[config.mk]
export PLATFORM = sky130hd
export DESIGN_NAME = abgt_ctrl
export DESIGN_NICKNAME = d
export VERILOG_FILES = /design/src/rtl/abgt_pkg.sv /design/src/rtl/abgt_ctrl.sv
export VERILOG_INCLUDE_DIRS = /design/src /design/src/rtl
export SDC_FILE = /design/constraint.sdc
export NUM_CORES = 1
export LEC_CHECK = 0
export BUFFER_PORTS_ARGS = -buffer_cell sky130_fd_sc_hd__buf_4
export CELL_PAD_IN_SITES_DETAIL_PLACEMENT = 1
export CELL_PAD_IN_SITES_GLOBAL_PLACEMENT = 2
export CORE_ASPECT_RATIO = 1.4
export CORE_UTILIZATION = 30
export DETAILED_ROUTE_END_ITERATION = 6
export GPL_TIMING_DRIVEN = 0
export HOLD_SLACK_MARGIN = 0.06
export PLACE_DENSITY_LB_ADDON = 0.1
export RECOVER_POWER = 25
export SYNTH_ARGS = -nofsm -noshare
export SYNTH_HDL_FRONTEND = slang
export SYNTH_SLANG_ARGS = --single-unit
[constraint.sdc]
create_clock -name clock -period 1.7 [get_ports clock]
set_input_delay 0.085 -clock clock [delete_from_list [all_inputs] [get_ports clock]]
set_output_delay 0.085 -clock clock [all_outputs]
set_load 0.005 [all_outputs]
[src/rtl/alpha_beta_gamma_tracker_top_macros.svh]
// assertion macros for the alpha-beta-gamma tracker
// used by the controller; expects signals named clock and reset in scope
`ifndef ALPHA_BETA_GAMMA_TRACKER_TOP_MACROS_SVH
`define ALPHA_BETA_GAMMA_TRACKER_TOP_MACROS_SVH

// property that holds in the same cycle
`define ABGT_ASSERT(label, ante, cons, msg) \
   label: assert property (@(posedge clock) disable iff (reset) (ante) |-> (cons)) \
      else $error(msg);

// property checked in the cycle after the antecedent
`define ABGT_ASSERT_NEXT(label, ante, cons, msg) \
   label: assert property (@(posedge clock) disable iff (reset) (ante) |=> (cons)) \
      else $error(msg);

`endif

[src/rtl/abgt_pkg.sv]
// shared types, constants and saturation helpers for the tracker
// used by abgt_ctrl, abgt_dpath and alpha_beta_gamma_tracker_top
`default_nettype none

package abgt_pkg;

   // register indexes of the csr port
   localparam logic [1:0] CSR_FILTER_ORDER = 2'd0;
   localparam logic [1:0] CSR_ALPHA_GAIN   = 2'd1;
   localparam logic [1:0] CSR_BETA_GAIN    = 2'd2;
   localparam logic [1:0] CSR_GAMMA_GAIN   = 2'd3;

   localparam int GAIN_W = 18;

   localparam logic             RST_FILTER_ORDER = 1'b1;
   localparam logic [GAIN_W-1:0] RST_ALPHA_GAIN  = 18'd32768;
   localparam logic [GAIN_W-1:0] RST_BETA_GAIN   = 18'd6554;
   localparam logic [GAIN_W-1:0] RST_GAMMA_GAIN  = 18'd655;

   // divider iteration counts minus one: 64 + shift bits
   localparam logic [6:0] DIV_CNT_T = 7'd63;
   localparam logic [6:0] DIV_CNT_D = 7'd80;

   // product scaling shifts
   localparam logic [5:0] SH_NONE = 6'd0;
   localparam logic [5:0] SH_Q16  = 6'd16;
   localparam logic [5:0] SH_ACC  = 6'd33;

   localparam logic [60:0]        QUO_LIM  = 61'h1000_0000_0000_0000;
   localparam logic signed [96:0] TERM_LIM = 97'sd1152921504606846976;
   localparam logic signed [63:0] RES_LIM  = 64'sd35184372088831;
   localparam logic signed [63:0] S32_MAX  = 64'sd2147483647;
   localparam logic signed [63:0] S32_MIN  = -64'sd2147483648;

   typedef struct packed {
      logic              filter_order;
      logic [GAIN_W-1:0] alpha_gain;
      logic [GAIN_W-1:0] beta_gain;
      logic [GAIN_W-1:0] gamma_gain;
   } cfg_type;

   typedef enum logic [3:0] {
      OP_NONE, OP_LOAD, OP_FIRST, OP_BAD, OP_MSET, OP_PP0, OP_PP1, OP_PP2,
      OP_MFIN, OP_APPLY, OP_RESID, OP_DSET, OP_DSTEP, OP_DFIN, OP_COMMIT, OP_OUT
   } dp_op_type;

   // which product is being formed
   typedef enum logic [2:0] {
      JOB_TT, JOB_VT, JOB_AD, JOB_AT, JOB_RA, JOB_RB, JOB_RG
   } job_type;

   typedef struct packed {
      dp_op_type op;
      job_type   job;
   } dp_cmd_type;

   typedef struct packed {
      logic t_zero;
   } dp_status_type;

   function automatic logic signed [31:0] sat32(input logic signed [63:0] v);
      logic signed [31:0] res;
      if (v > S32_MAX) res = 32'sh7FFF_FFFF;
      else if (v < S32_MIN) res = 32'sh8000_0000;
      else res = v[31:0];
      return res;
   endfunction

   function automatic logic signed [61:0] term_clamp(input logic signed [96:0] v);
      logic signed [61:0] res;
      if (v > TERM_LIM) res = 62'sh1000_0000_0000_0000;
      else if (v < -TERM_LIM) res = -62'sh1000_0000_0000_0000;
      else res = v[61:0];
      return res;
   endfunction

   function automatic logic signed [45:0] res_clamp(input logic signed [63:0] v);
      logic signed [45:0] res;
      if (v > RES_LIM) res = RES_LIM[45:0];
      else if (v < -RES_LIM) res = 46'(-RES_LIM);
      else res = v[45:0];
      return res;
   endfunction

endpackage

`default_nettype wire

[src/rtl/abgt_ctrl.sv]
// tracker sequencer: handshakes, started flag and command stream to the datapath
// depends on abgt_pkg and alpha_beta_gamma_tracker_top_macros.svh
`default_nettype none
`include "alpha_beta_gamma_tracker_top_macros.svh"

module abgt_ctrl import abgt_pkg::*; (
   input  wire logic          clock,
   input  wire logic          reset,
   input  wire logic          req_tvalid,
   output logic               req_tready,
   output logic               rsp_tvalid,
   input  wire logic          rsp_tready,
   input  wire logic          filter_order,
   input  wire dp_status_type status,
   output dp_cmd_type         cmd
);

   typedef enum logic [3:0] {
      S_IDLE, S_CHECK, S_MSET, S_PP0, S_PP1, S_PP2, S_DRAIN, S_MFIN,
      S_APPLY, S_RESID, S_DSET, S_DSTEP, S_DFIN, S_COMMIT, S_OUT
   } state_type;

   state_type  state_ff;
   job_type    job_ff;
   logic [6:0] cnt_ff;
   logic       started_ff;
   logic       rsp_valid_ff;
   logic       out_free;
   logic       req_acc;

   assign req_tready = (state_ff == S_IDLE);
   assign rsp_tvalid = rsp_valid_ff;
   assign req_acc    = req_tvalid && req_tready;
   assign out_free   = !rsp_valid_ff || rsp_tready;

   always_comb begin
      cmd.job = job_ff;
      unique case (state_ff)
         S_IDLE:   cmd.op = req_acc ? OP_LOAD : OP_NONE;
         S_CHECK: begin
            if (!started_ff) cmd.op = OP_FIRST;
            else if (status.t_zero) cmd.op = OP_BAD;
            else cmd.op = OP_NONE;
         end
         S_MSET:   cmd.op = OP_MSET;
         S_PP0:    cmd.op = OP_PP0;
         S_PP1:    cmd.op = OP_PP1;
         S_PP2:    cmd.op = OP_PP2;
         S_DRAIN:  cmd.op = OP_NONE;
         S_MFIN:   cmd.op = OP_MFIN;
         S_APPLY:  cmd.op = OP_APPLY;
         S_RESID:  cmd.op = OP_RESID;
         S_DSET:   cmd.op = OP_DSET;
         S_DSTEP:  cmd.op = OP_DSTEP;
         S_DFIN:   cmd.op = OP_DFIN;
         S_COMMIT: cmd.op = OP_COMMIT;
         S_OUT:    cmd.op = out_free ? OP_OUT : OP_NONE;
         default:  cmd.op = OP_NONE;
      endcase
   end

   always_ff @(posedge clock) begin
      if (reset) begin
         state_ff     <= S_IDLE;
         job_ff       <= JOB_TT;
         cnt_ff       <= '0;
         started_ff   <= 1'b0;
         rsp_valid_ff <= 1'b0;
      end else begin
         // in S_OUT a new result replaces the one being taken
         if (rsp_valid_ff && rsp_tready && state_ff != S_OUT) rsp_valid_ff <= 1'b0;
         unique case (state_ff)
            S_IDLE: if (req_acc) state_ff <= S_CHECK;
            S_CHECK: begin
               if (!started_ff) begin
                  started_ff <= 1'b1;
                  state_ff   <= S_OUT;
               end else if (status.t_zero) begin
                  state_ff <= S_OUT;
               end else begin
                  job_ff   <= JOB_TT;
                  state_ff <= S_MSET;
               end
            end
            S_MSET:  state_ff <= S_PP0;
            S_PP0:   state_ff <= S_PP1;
            S_PP1:   state_ff <= S_PP2;
            S_PP2:   state_ff <= S_DRAIN;
            S_DRAIN: begin
               // gain products for the rate terms go on to the divider
               if (job_ff == JOB_RB || job_ff == JOB_RG) state_ff <= S_DSET;
               else state_ff <= S_MFIN;
            end
            S_MFIN:  state_ff <= S_APPLY;
            S_DSET: begin
               cnt_ff   <= (job_ff == JOB_RB) ? DIV_CNT_T : DIV_CNT_D;
               state_ff <= S_DSTEP;
            end
            S_DSTEP: begin
               if (cnt_ff == '0) state_ff <= S_DFIN;
               else cnt_ff <= cnt_ff - 7'd1;
            end
            S_DFIN:  state_ff <= S_APPLY;
            S_APPLY: begin
               unique case (job_ff)
                  JOB_TT: begin job_ff <= JOB_VT; state_ff <= S_MSET; end
                  JOB_VT: begin job_ff <= JOB_AD; state_ff <= S_MSET; end
                  JOB_AD: begin job_ff <= JOB_AT; state_ff <= S_MSET; end
                  JOB_AT: state_ff <= S_RESID;
                  JOB_RA: begin job_ff <= JOB_RB; state_ff <= S_MSET; end
                  JOB_RB: begin
                     if (filter_order) begin
                        job_ff   <= JOB_RG;
                        state_ff <= S_MSET;
                     end else begin
                        state_ff <= S_COMMIT;
                     end
                  end
                  JOB_RG:  state_ff <= S_COMMIT;
                  default: state_ff <= S_COMMIT;
               endcase
            end
            S_RESID: begin
               job_ff   <= JOB_RA;
               state_ff <= S_MSET;
            end
            S_COMMIT: state_ff <= S_OUT;
            S_OUT: begin
               if (out_free) begin
                  rsp_valid_ff <= 1'b1;
                  state_ff     <= S_IDLE;
               end
            end
            default: state_ff <= S_IDLE;
         endcase
      end
   end

   `ABGT_ASSERT_NEXT(a_busy_after_accept, req_acc, !req_tready,
      "input still ready after a transaction was taken")
   `ABGT_ASSERT(a_div_cnt_range, state_ff == S_DSTEP, cnt_ff <= DIV_CNT_D,
      "divider count out of range")
   `ABGT_ASSERT(a_commit_started, state_ff == S_COMMIT, started_ff,
      "update committed before the first sample")
   `ABGT_ASSERT_NEXT(a_out_loads, state_ff == S_OUT && out_free,
      rsp_valid_ff && state_ff == S_IDLE, "result not presented after output load")

endmodule

`default_nettype wire

[Word level (Yosys, flattened, before mapping)]
Cells that the tools add are included.
Widths: inputs -> output; s select.
Cells by class
  reduce and logical (&&, ||, !) cells: 16
  mux-type cells: 25
  eq/ne operators: 29
  $add $sub $neg: 1
Operator list (number)
  $pmux 4 s14: 2
  $mux 4: 8
  $eq 4x4->1 const B: 7
  $eq 4x3->1 const B: 4
  $pmux 3 s5: 1
  $mux 7: 2
  $pmux 7 s2: 1
  $pmux 4 s3: 1
  $ne 2x2->1 const B: 5
  $eq 3x3->1 const B: 3
  $mux 3: 3
  $pmux 3 s3: 1
  $eq 4x2->1 const B: 2
  $logic_not 7->1: 1
  $sub 7x1->7 const B: 1
  $eq 3x2->1 const B: 2
  $ne 6x2->1 const B: 1
  $reduce_and 5->1: 1
  $eq 4x1->1 const B: 1
  $logic_not 4->1: 1
  $mux 1: 4
  $mux 2: 2
  $ne 4x4->1 const B: 1
  $reduce_or 4->1: 1
  other kinds (12): 15
Storage, ports and cells
  output and inout port bits: 9
  logic and storage cells: 76
  input bits: 6
  register bits after elaboration: 16

[Longest topological paths before layout]
Gate-level depths: netlist (run 1).
  depth in word-level cells: 5
  mapped depth: 6
  depth with buffers taken out: 6

[Worst setup path after synthesis (run 1)]
No wires, ideal clock.
  path type: register -> register
  from: register cnt_ff[0]
  to: register cnt_ff[2]
  arrival: 1.469 ns
  stages on the path, launching flop included: 7
  library setup time: 0.117 ns
  clock period less this slack: 1.586 ns
  buffers on the path: 0
  data required time: 1.583 ns
  setup slack: 0.114 ns
  cell sequence: dfxtp_1 > inv_1 > ha_1 > nor3b_2 > a31oi_2 > o21ai_0 > a32o_1
Between the ends
  longest elaborated chain between the ends: 3
  elaborated cells between the ends (all ways): 6
  those cells by class: add/sub (1); eq/ne (1); mux (2); reduce/logical (2)
Ends and longest elaborated chain
  start: declaration: line abgt_ctrl.sv:25  | logic [6:0] cnt_ff;
  start signal: assignment: line abgt_ctrl.sv:96  | cnt_ff <= (job_ff == JOB_RB) ? DIV_CNT_T : DIV_CNT_D;
  start signal: assignment: line abgt_ctrl.sv:101  | else cnt_ff <= cnt_ff - 7'd1;
  $sub 7x1->7 or $logic_not 7->1 (tied branches): line abgt_ctrl.sv:101, abgt_ctrl.sv:100
  $mux 7 or $ne 2x2->1 (tied branches)
  $pmux 7 s2 or $reduce_and 2->1 (tied branches)
Parallel ways exist; a longest one is shown, timed or not. The select of a mux whose other input is x is not followed.
A chain may end at the register's enable or synchronous reset.

[Final worst setup path (run 1)]
  from: register state_ff[1]
  to: register cnt_ff[2]
Between the ends
  longest elaborated chain between the ends: 3
  elaborated cells between the ends (all ways): 6
  those cells by class: eq/ne (3); mux (1); reduce/logical (2)
Ends and longest elaborated chain
  start: declaration: line abgt_ctrl.sv:23  | state_type state_ff;
  start signal: assignment: line abgt_ctrl.sv:64  | state_ff <= S_IDLE;
  start signal: assignment: line abgt_ctrl.sv:73  | S_IDLE: if (req_acc) state_ff <= S_CHECK;
  start signal: assignment: line abgt_ctrl.sv:77  | state_ff <= S_OUT;
  $eq 4x4->1: line abgt_ctrl.sv:72  | unique case (state_ff)
  $ne 2x2->1 (no source line) or $reduce_bool 2->1 (tied branches)
  $reduce_and 2->1 (no source line)
Parallel ways exist; a longest one is shown, timed or not.

==> key figures, run 1 <==
GRT
  – Initial antenna violation count: 0
  – Largest net degree at the start of global routing: 11
  – GRT Residual Overflow: 0
  – Vias in the first global route: 1390
  – Total GRT Usage: 20.1%
  – Global-route wire length before repair: 6960 um

STA
  – Final period util: 96.8%
  – Fin worst setup slack: 0.0547 ns
  – Fmax: 608 MHz
  – Slew Viols, Final: 0
  – Crit path time final: 1.65 ns
  – Worst Skew: 0.00581 ns
  – Final setup violation count: 0
  – Slew headroom: 61.5%
  – Tightest Pin Transition: 0.578 ns
  – Final Hold Vio Count: 0
  – Min Hold Slack: 0.187 ns
  – RSZ-0062 raised after global routing: yes

Setup path
  – WS Path Type: register to register
  – Delay of the slowest cell on the worst path: 0.36 ns
  – Worst path required time: 1.85 ns
  – Crit-path max FO: 8
  – Startpoint types: register
  – Worst-path cell chain: buf_2 > nand3b_1 > a31oi_2 > o21ai_0 > a32o_1
  – Slowest CP cell: a31oi_2
  – Worst setup EP type: register
  – Worst Path Arrival: 1.80 ns

Synthesis
  – Synth cell types: 50
  – Post-Synth Adder-Cell Area: 2.03%
  – Post-synth EDFFs: 0
  – Post-synthesis mux area share: 0%
  – Cell with the most instances after synthesis: dfxtp_1
  – Area share of the largest cell type after synthesis: 26.0%
  – Syn Nets: 170
  – Asr flop ratio synth: 0%
  – Synth Area in Compound Gates: 35.3%
  – Syn Inst Count: 162
  – Post-synthesis instance area: 1230 um^2
  – Ys flop type: dfxtp_1
  – Leading area contributor after synthesis: dfxtp_1
  – Most frequent cells after synthesis: dfxtp_1, nand2_1, o21ai_0, a21oi_1, inv_1
  – XOR/XNOR Fraction of Synth Area: 1.42%
  – Post-synthesis sequential element count: 16
  – Yosys warns: 0
  – Simple-Gate Fraction of Synth Area: 27.5%
  – Avg Cell Area, Syn: 7.60 um^2
  – Largest cells by area after synthesis: dfxtp_1, o21ai_0, a21oi_1
  – Largest family of logic cells by synthesized area: compound AO/OA/AOI/OAI gates
  – Register area share after synthesis: 26.0%

Route
  – Routed Antenna Nets: 0
  – Routed WL: 4160 um
  – DRC viols: 0
  – Routed via count divided by cell count: 5.80
  – Routed WL per cell: 18.5 um
  – Via count: 1306
  – Detailed Route Iter0 Violations: 27
  – DR pass1 iterations: 4

Flow run
  – Max Cap Viol: 0

Power and ir drop
  – Peak supply drop: 530 uV
  – Combinational share of power: 55.2%
  – Power Dens Cells: 1260 nW/um^2
  – Reg power frac: 26.3%
  – Net Sw Frac: 43.4%
  – Internal power: 1100 uW
  – Sw Pwr: 842 uW
  – Clock power frac: 18.5%
  – Power, Total: 1940 uW
  – Static leakage: 0.000592 uW

Floorplan
  – Die Ht: 77.8 um
  – Core ar.: 3920 um^2
  – Die area: 4370 um^2
  – Initial Utilization: 31.4%
  – Ports: 15
  – # rows: 27
  – Die W: 56.1 um

Status
  – Outcome: complete, no violations

Cells and area
  – # nets final: 191
  – P&R area growth vs syn: 25.2%
  – N_diodes: 0
  – Fin cells: 225
  – Core Util, Final: 39.3%
  – Layout cell share with drive strength beyond 1: 26.9%

Clock network
  – CTS root buf: clkbuf_8
  – Clk_lat worst skew: 0.26 ns
  – Clock buffer count from CTS: 3
  – CTS max path bufs: 2
  – H-tree depth: 1
  – CTS Sinks: 16
  – TritonCTS clock tree: done
  – Reg clk slew, reported paths: 0.08 ns

Placement
  – DP Worst Slack: -0.155 ns
  – PortBufs: 14
  – Inst Count DP: 219
  – GP Congestion: 0.826
  – HPWL after detailed placement: 3080 um

Worst hold path
  – Hold Path Class: input pin to register
cell type report:
class                      count  area (um^2)
sequential                    16          329
timing repair buffer          17          128
multi-input combinational    123          863
buffer                        12         75.1
fill                         484         2380
clock buffer                   4         55.1
inverter                      10         37.5
tap                           43         53.8
critical path, delay by kind of cell (launching register included):
family,cells,cell delay [ns]
and+or+nand+nor,1,0.26
buffers and inverters,1,0.19
DFF,1,0.30
AOI/OAI and AO/OA,3,0.79
metrics by stage:
stage / TNS, ns / area (um^2)
floorplan: 0 / 1230
global placement: -0.404 / 1390
detailed placement: -0.535 / 1390
CTS: -0.0184 / 1480
global route: -0.0512 / 1540
finish: 0 / 1540
power groups by stage:
stage	Combinational, uW	Sequential (uW)	Clock (uW)
6_report	1070	512	359
5_1_grt	1180	523	384
4_1_cts	1010	513	367
3_5_place_dp	987	507	0
3_3_place_gp	984	502	0
2_1_floorplan	660	489	0
path summary, 6_finish.rpt:
check / from / endpoint / slack [ns] / cells past startpoint
worst min register to register: started_ff$_SDFFE_PP0P_ / started_ff$_SDFFE_PP0P_ / 0.49 / 2
worst min-delay path: reset / job_ff[2]$_SDFFE_PP0P_ / 0.19 / 3
worst max-delay path: state_ff[1]$_SDFFE_PP0P_ / cnt_ff[2]$_SDFFE_PP0P_ / 0.05 / 5
worst max register to register: state_ff[1]$_SDFFE_PP0P_ / cnt_ff[2]$_SDFFE_PP0P_ / 0.05 / 5
cells in the final DEF, fill, tap and decap left out, types with 2 or more instances in the layout:
cell and count:
nor2b_1 4, nand3_1 5, a31oi_1 7, nand2_1 14
o32ai_2 2, nor4_1 4, nor3_1 3, buf_4 15
nor2_1 7, a211oi_1 3, o21ai_0 14, clkbuf_8 4
clkbuf_4 4, o22ai_1 2, dfxtp_4 2, a21o_1 2
buf_6 2, inv_2 2, nand2b_1 4, inv_1 8
nand4_1 2, nor3b_1 2, clkbuf_1 2, nand3b_1 3
a21oi_1 12, dfxtp_1 13, buf_2 5
registers in the layout (all words and copies together) (netlist names):
name	count
rsp_tvalid	1
state_ff	4
job_ff	3
started_ff	1
cnt_ff	7
repair_timing:
item                       CTS  global route
pin swaps                    1             4
hold buffers                 0             0
setup endpoints to repair   11            14
resized for setup           10            16
setup buffers                2             1
cell families after synthesis:
group | count (synthesis)
compound gates | 61
buf+inv | 23
fa+ha+maj | 2
flops | 16
simple gates | 58
xor+xnor | 2
metal layers:
layer	up-vias	wire length (um)	global-route usage, %
met1	624	1810	23.4
met5	-	0	0
met4	0	110	8.54
met3	10	57	2.17
met2	20	2190	36.7
li1	652	-	-
Note: power is estimated with default switching activity, not from simulation.
==> run 2: changes to the inputs <==
--- a/config.mk
+++ b/config.mk
@@ -6,11 +6,13 @@
 export SDC_FILE = /design/constraint.sdc
 export NUM_CORES = 1
 export LEC_CHECK = 0
+export ABC_AREA = 1
 export BUFFER_PORTS_ARGS = -buffer_cell sky130_fd_sc_hd__buf_4
 export CELL_PAD_IN_SITES_DETAIL_PLACEMENT = 1
 export CELL_PAD_IN_SITES_GLOBAL_PLACEMENT = 2
 export CORE_ASPECT_RATIO = 1.4
-export CORE_UTILIZATION = 30
+export CORE_MARGIN = 5
+export CORE_UTILIZATION = 27
 export DETAILED_ROUTE_END_ITERATION = 6
 export GPL_TIMING_DRIVEN = 0
 export HOLD_SLACK_MARGIN = 0.06
==> key figures, run 2 <==
Setup path
  – Delay of the slowest cell on the worst path: 0.41 ns (+0.05 ns)
  – WS Path Type: register to output pin
  – Slowest CP cell: dfxtp_4
  – Worst path required time: 1.62 ns (-0.23 ns)
  – Worst-path cell chain: inv_2 > nor2_4 > nand2_1 > nor2_4 > a31oi_4 > o311ai_1 > buf_4
  – Worst Path Arrival: 1.49 ns (-0.31 ns)
  – Register-to-Register Setup Slack: 0.19 ns (+0.14 ns)
  – Critical path's most frequent cell: nor2_4
  – Critical path's top delay family: simple AND/OR/NAND/NOR gates
  – Startpoint types: register
  – Worst setup EP type: output pin
  – Critical path buffer and inverter count: 2 (+1)
  – Crit-path max FO: 7 (-1)

Cells and area
  – Commonest non-fill, non-tap cell in the layout: nand2_1
  – # nets final: 221 (+16%)
  – Fin cells: 257 (+14%)
  – N_diodes: 0 (unchanged)
  – Biggest register: cnt_ff
  – Design area: 1420 um^2 (-7.8%)
  – Top flop regs: cnt_ff x7, state_ff x4, job_ff x3
  – P&R area growth vs syn: 21.5%
  – Layout cell share with drive strength beyond 1: 22.2% (-4.8 points)
  – Most frequent cells in the layout: nand2_1, nor2_1, inv_1, a21oi_1, nand3_1
  – Filler instances: 567 (+17%)
  – Max reg flops: 7 (unchanged)

GRT
  – Global-route wire length before repair: 6040 um (-13%)
  – Initial antenna violation count: 0 (unchanged)
  – Largest net degree at the start of global routing: 11 (unchanged)
  – GRT Residual Overflow: 0 (unchanged)
  – Vias in the first global route: 1372 (-1.3%)
  – Total GRT Usage: 13.7% (-6.5 points)

Synthesis
  – Most frequent cells after synthesis: nand2_1, nor2_1, inv_1, a21oi_1
  – Post-synthesis instance area: 1170 um^2 (-5.0%)
  – Ys flop type: dfxtp_1
  – Avg Cell Area, Syn: 6.03 um^2 (-21%)
  – Yosys warns: 0 (unchanged)
  – Area share of the largest cell type after synthesis: 27.4% (+1.4 points)
  – Synth cell types: 23 (-54%)
  – Syn Inst Count: 194 (+20%)
  – Post-synth EDFFs: 0 (unchanged)
  – Syn Nets: 202 (+19%)
  – Register area share after synthesis: 27.4% (+1.4 points)
  – Leading area contributor after synthesis: dfxtp_1
  – Largest cells by area after synthesis: dfxtp_1, nand2_1, nor2_1
  – Cell with the most instances after synthesis: nand2_1
  – Asr flop ratio synth: 0% (unchanged)
  – Post-synthesis sequential element count: 16 (unchanged)

Placement
  – DP Worst Slack: 0.00272 ns (+0.158 ns)
  – GP Congestion: 0.847 (+2.6%)
  – Area after DPL: 1330 um^2 (-4.2%)
  – HPWL after detailed placement: 2940 um (-4.4%)
  – PortBufs: 14 (unchanged)
  – Inst Count DP: 253 (+16%)

STA
  – Fmax: 633 MHz (+4.1%)
  – Final Hold Vio Count: 0 (unchanged)
  – Final setup violation count: 0 (unchanged)
  – Worst Skew: 0.00188 ns (-0.00393 ns)
  – Fin worst setup slack: 0.120 ns (+0.0655 ns)
  – RSZ-0062 raised after global routing: no
  – Slew Viols, Final: 0 (unchanged)
  – Crit path time final: 1.58 ns (-0.0655 ns)
  – Final period util: 92.9% (-3.9 points)
  – Tightest Pin Transition: 0.549 ns (-0.0289 ns)
  – Slew headroom: 63.4% (+1.9 points)
  – Final TNS setup: 0 ns (unchanged)

Route
  – Routed via count divided by cell count: 4.93 (-15%)
  – Routed Antenna Nets: 0 (unchanged)
  – DR pass1 iterations: 4 (unchanged)
  – DRC viols: 0 (unchanged)
  – Via count: 1268 (-2.9%)
  – Routed WL per cell: 14.0 um (-24%)
  – Detailed Route Iter0 Violations: 42 (+56%)
  – Routed WL: 3610 um (-13%)

Clock network
  – CTS max path bufs: 2 (unchanged)
  – TritonCTS clock tree: done
  – CTS root buf: clkbuf_8
  – Reg clk slew, reported paths: 0.07 ns (about the same)
  – CTS Sinks: 16 (unchanged)
  – Clk_lat worst skew: 0.25 ns (about the same)
  – Clock buffer count from CTS: 3 (unchanged)
  – H-tree depth: 1 (unchanged)

Power and ir drop
  – Power Dens Cells: 1480 nW/um^2 (+17%)
  – Net Sw Frac: 45.7% (+2.3 points)
  – Peak supply drop: 583 uV (+10%)
  – Power, Total: 2100 uW (+8.2%)
  – Combinational share of power: 54.4% (-0.8 points)
  – Static leakage: 0.000718 uW (+21%)
  – Internal power: 1140 uW (+3.7%)
  – Clock power frac: 16.2% (-2.3 points)
  – Sw Pwr: 960 uW (+14%)
  – Reg power frac: 29.3% (+3.0 points)

Floorplan
  – Die W: 65.6 um (+17%)
  – Die area: 5770 um^2 (+32%)
  – Die Ht: 87.9 um (+13%)
  – Core ar.: 4200 um^2 (+7.3%)
  – # rows: 28 (+3.7%)
  – Initial Utilization: 27.8% (-3.6 points)
  – Ports: 15 (unchanged)

Status
  – Outcome: complete, no violations

Flow run
  – Max Cap Viol: 0 (unchanged)

Worst hold path
  – Hold Path Class: input pin to register
## run 2: cell types whose count changed in the layout (fill, tap and decap cells not counted), moves of 5 or more
cell     change
a31oi_1      -6
inv_1       +18
nand2_2      +5
buf_2        -5
nand2_1     +30
a21oi_1      +5
buf_4        -5
nor2_1      +21
nand3_1     +11
## run 2: logic make-up after synthesis
family,after synthesis,synth area share (%)
and+or+nand+nor,108,43.5
buffers and inverters,33,10.7
DFF,16,27.4
AOI/OAI and AO/OA,34,15.5
xor gates and xnor gates,1,0.749
adders and majority gates,2,2.14
## run 2: power by group through the flow
stage / sequential, uW / combinational, uW / clock, uW
2_1_floorplan: 565 / 748 / 0
3_3_place_gp: 600 / 1110 / 0
3_5_place_dp: 602 / 1120 / 0
4_1_cts: 609 / 1130 / 360
5_1_grt: 631 / 1300 / 380
6_report: 616 / 1140 / 341
## run 2: through the flow
stage	hold slack, ns	utilization (%)
finish	0.145	33.8
global route	0.149	33.8
CTS	0.118	33.2
detailed placement	0.380	31.7
global placement	0.370	31.7
floorplan	0.271	-
## run 2: worst min-delay path, stage by stage
cell and delay (ns):
buf_4 0.08, nor2_1 0.07, inv_1 0.06, a21oi_1 0.05
## run 2: routing by layer
| layer | up-vias | routed length [um] | part of all wire (%) | global-route usage [%] |
|---|---|---|---|---|
| met2 | 16 | 1930 | 54 | 26.7 |
| met5 | - | 0 | 0 | 0 |
| met3 | 8 | 72 | 2.0 | 2.05 |
| met4 | 0 | 121 | 3.4 | 6.60 |
| met1 | 589 | 1480 | 41 | 13.7 |
| li1 | 655 | - | - | - |
## run 2: path summary, 6_finish.rpt
kind | start | endpoint | depth (start not counted)
min reg2reg | cnt_ff[4]$_SDFFE_PP0P_ | cnt_ff[4]$_SDFFE_PP0P_ | 2
max | state_ff[1]$_SDFFE_PP0P_ | cmd[3] | 7
max reg2reg | state_ff[3]$_SDFFE_PP0P_ | cnt_ff[2]$_SDFFE_PP0P_ | 9
min | rsp_tready | rsp_tvalid$_SDFF_PP0_ | 4
## run 2: what timing repair did
item | 4_1_cts | 5_1_grt
endpoints found under the setup margin | 5 | 3
hold buffers | 0 | 0
buffers inserted | 0 | 0
resized for setup | 5 | 7
## run 2: area by class of cell
cell class | instances | area [um^2] | area share [%]
plain buffers | 1 | 3.75 | 0.264
clock buffers | 4 | 55.1 | 3.87
inverters | 32 | 121 | 8.54
multi-input cells | 145 | 752 | 52.9
flip-flops and latches | 16 | 328 | 23.1
well taps | 45 | 56.3 | 3.96
repair buffers | 14 | 105 | 7.39
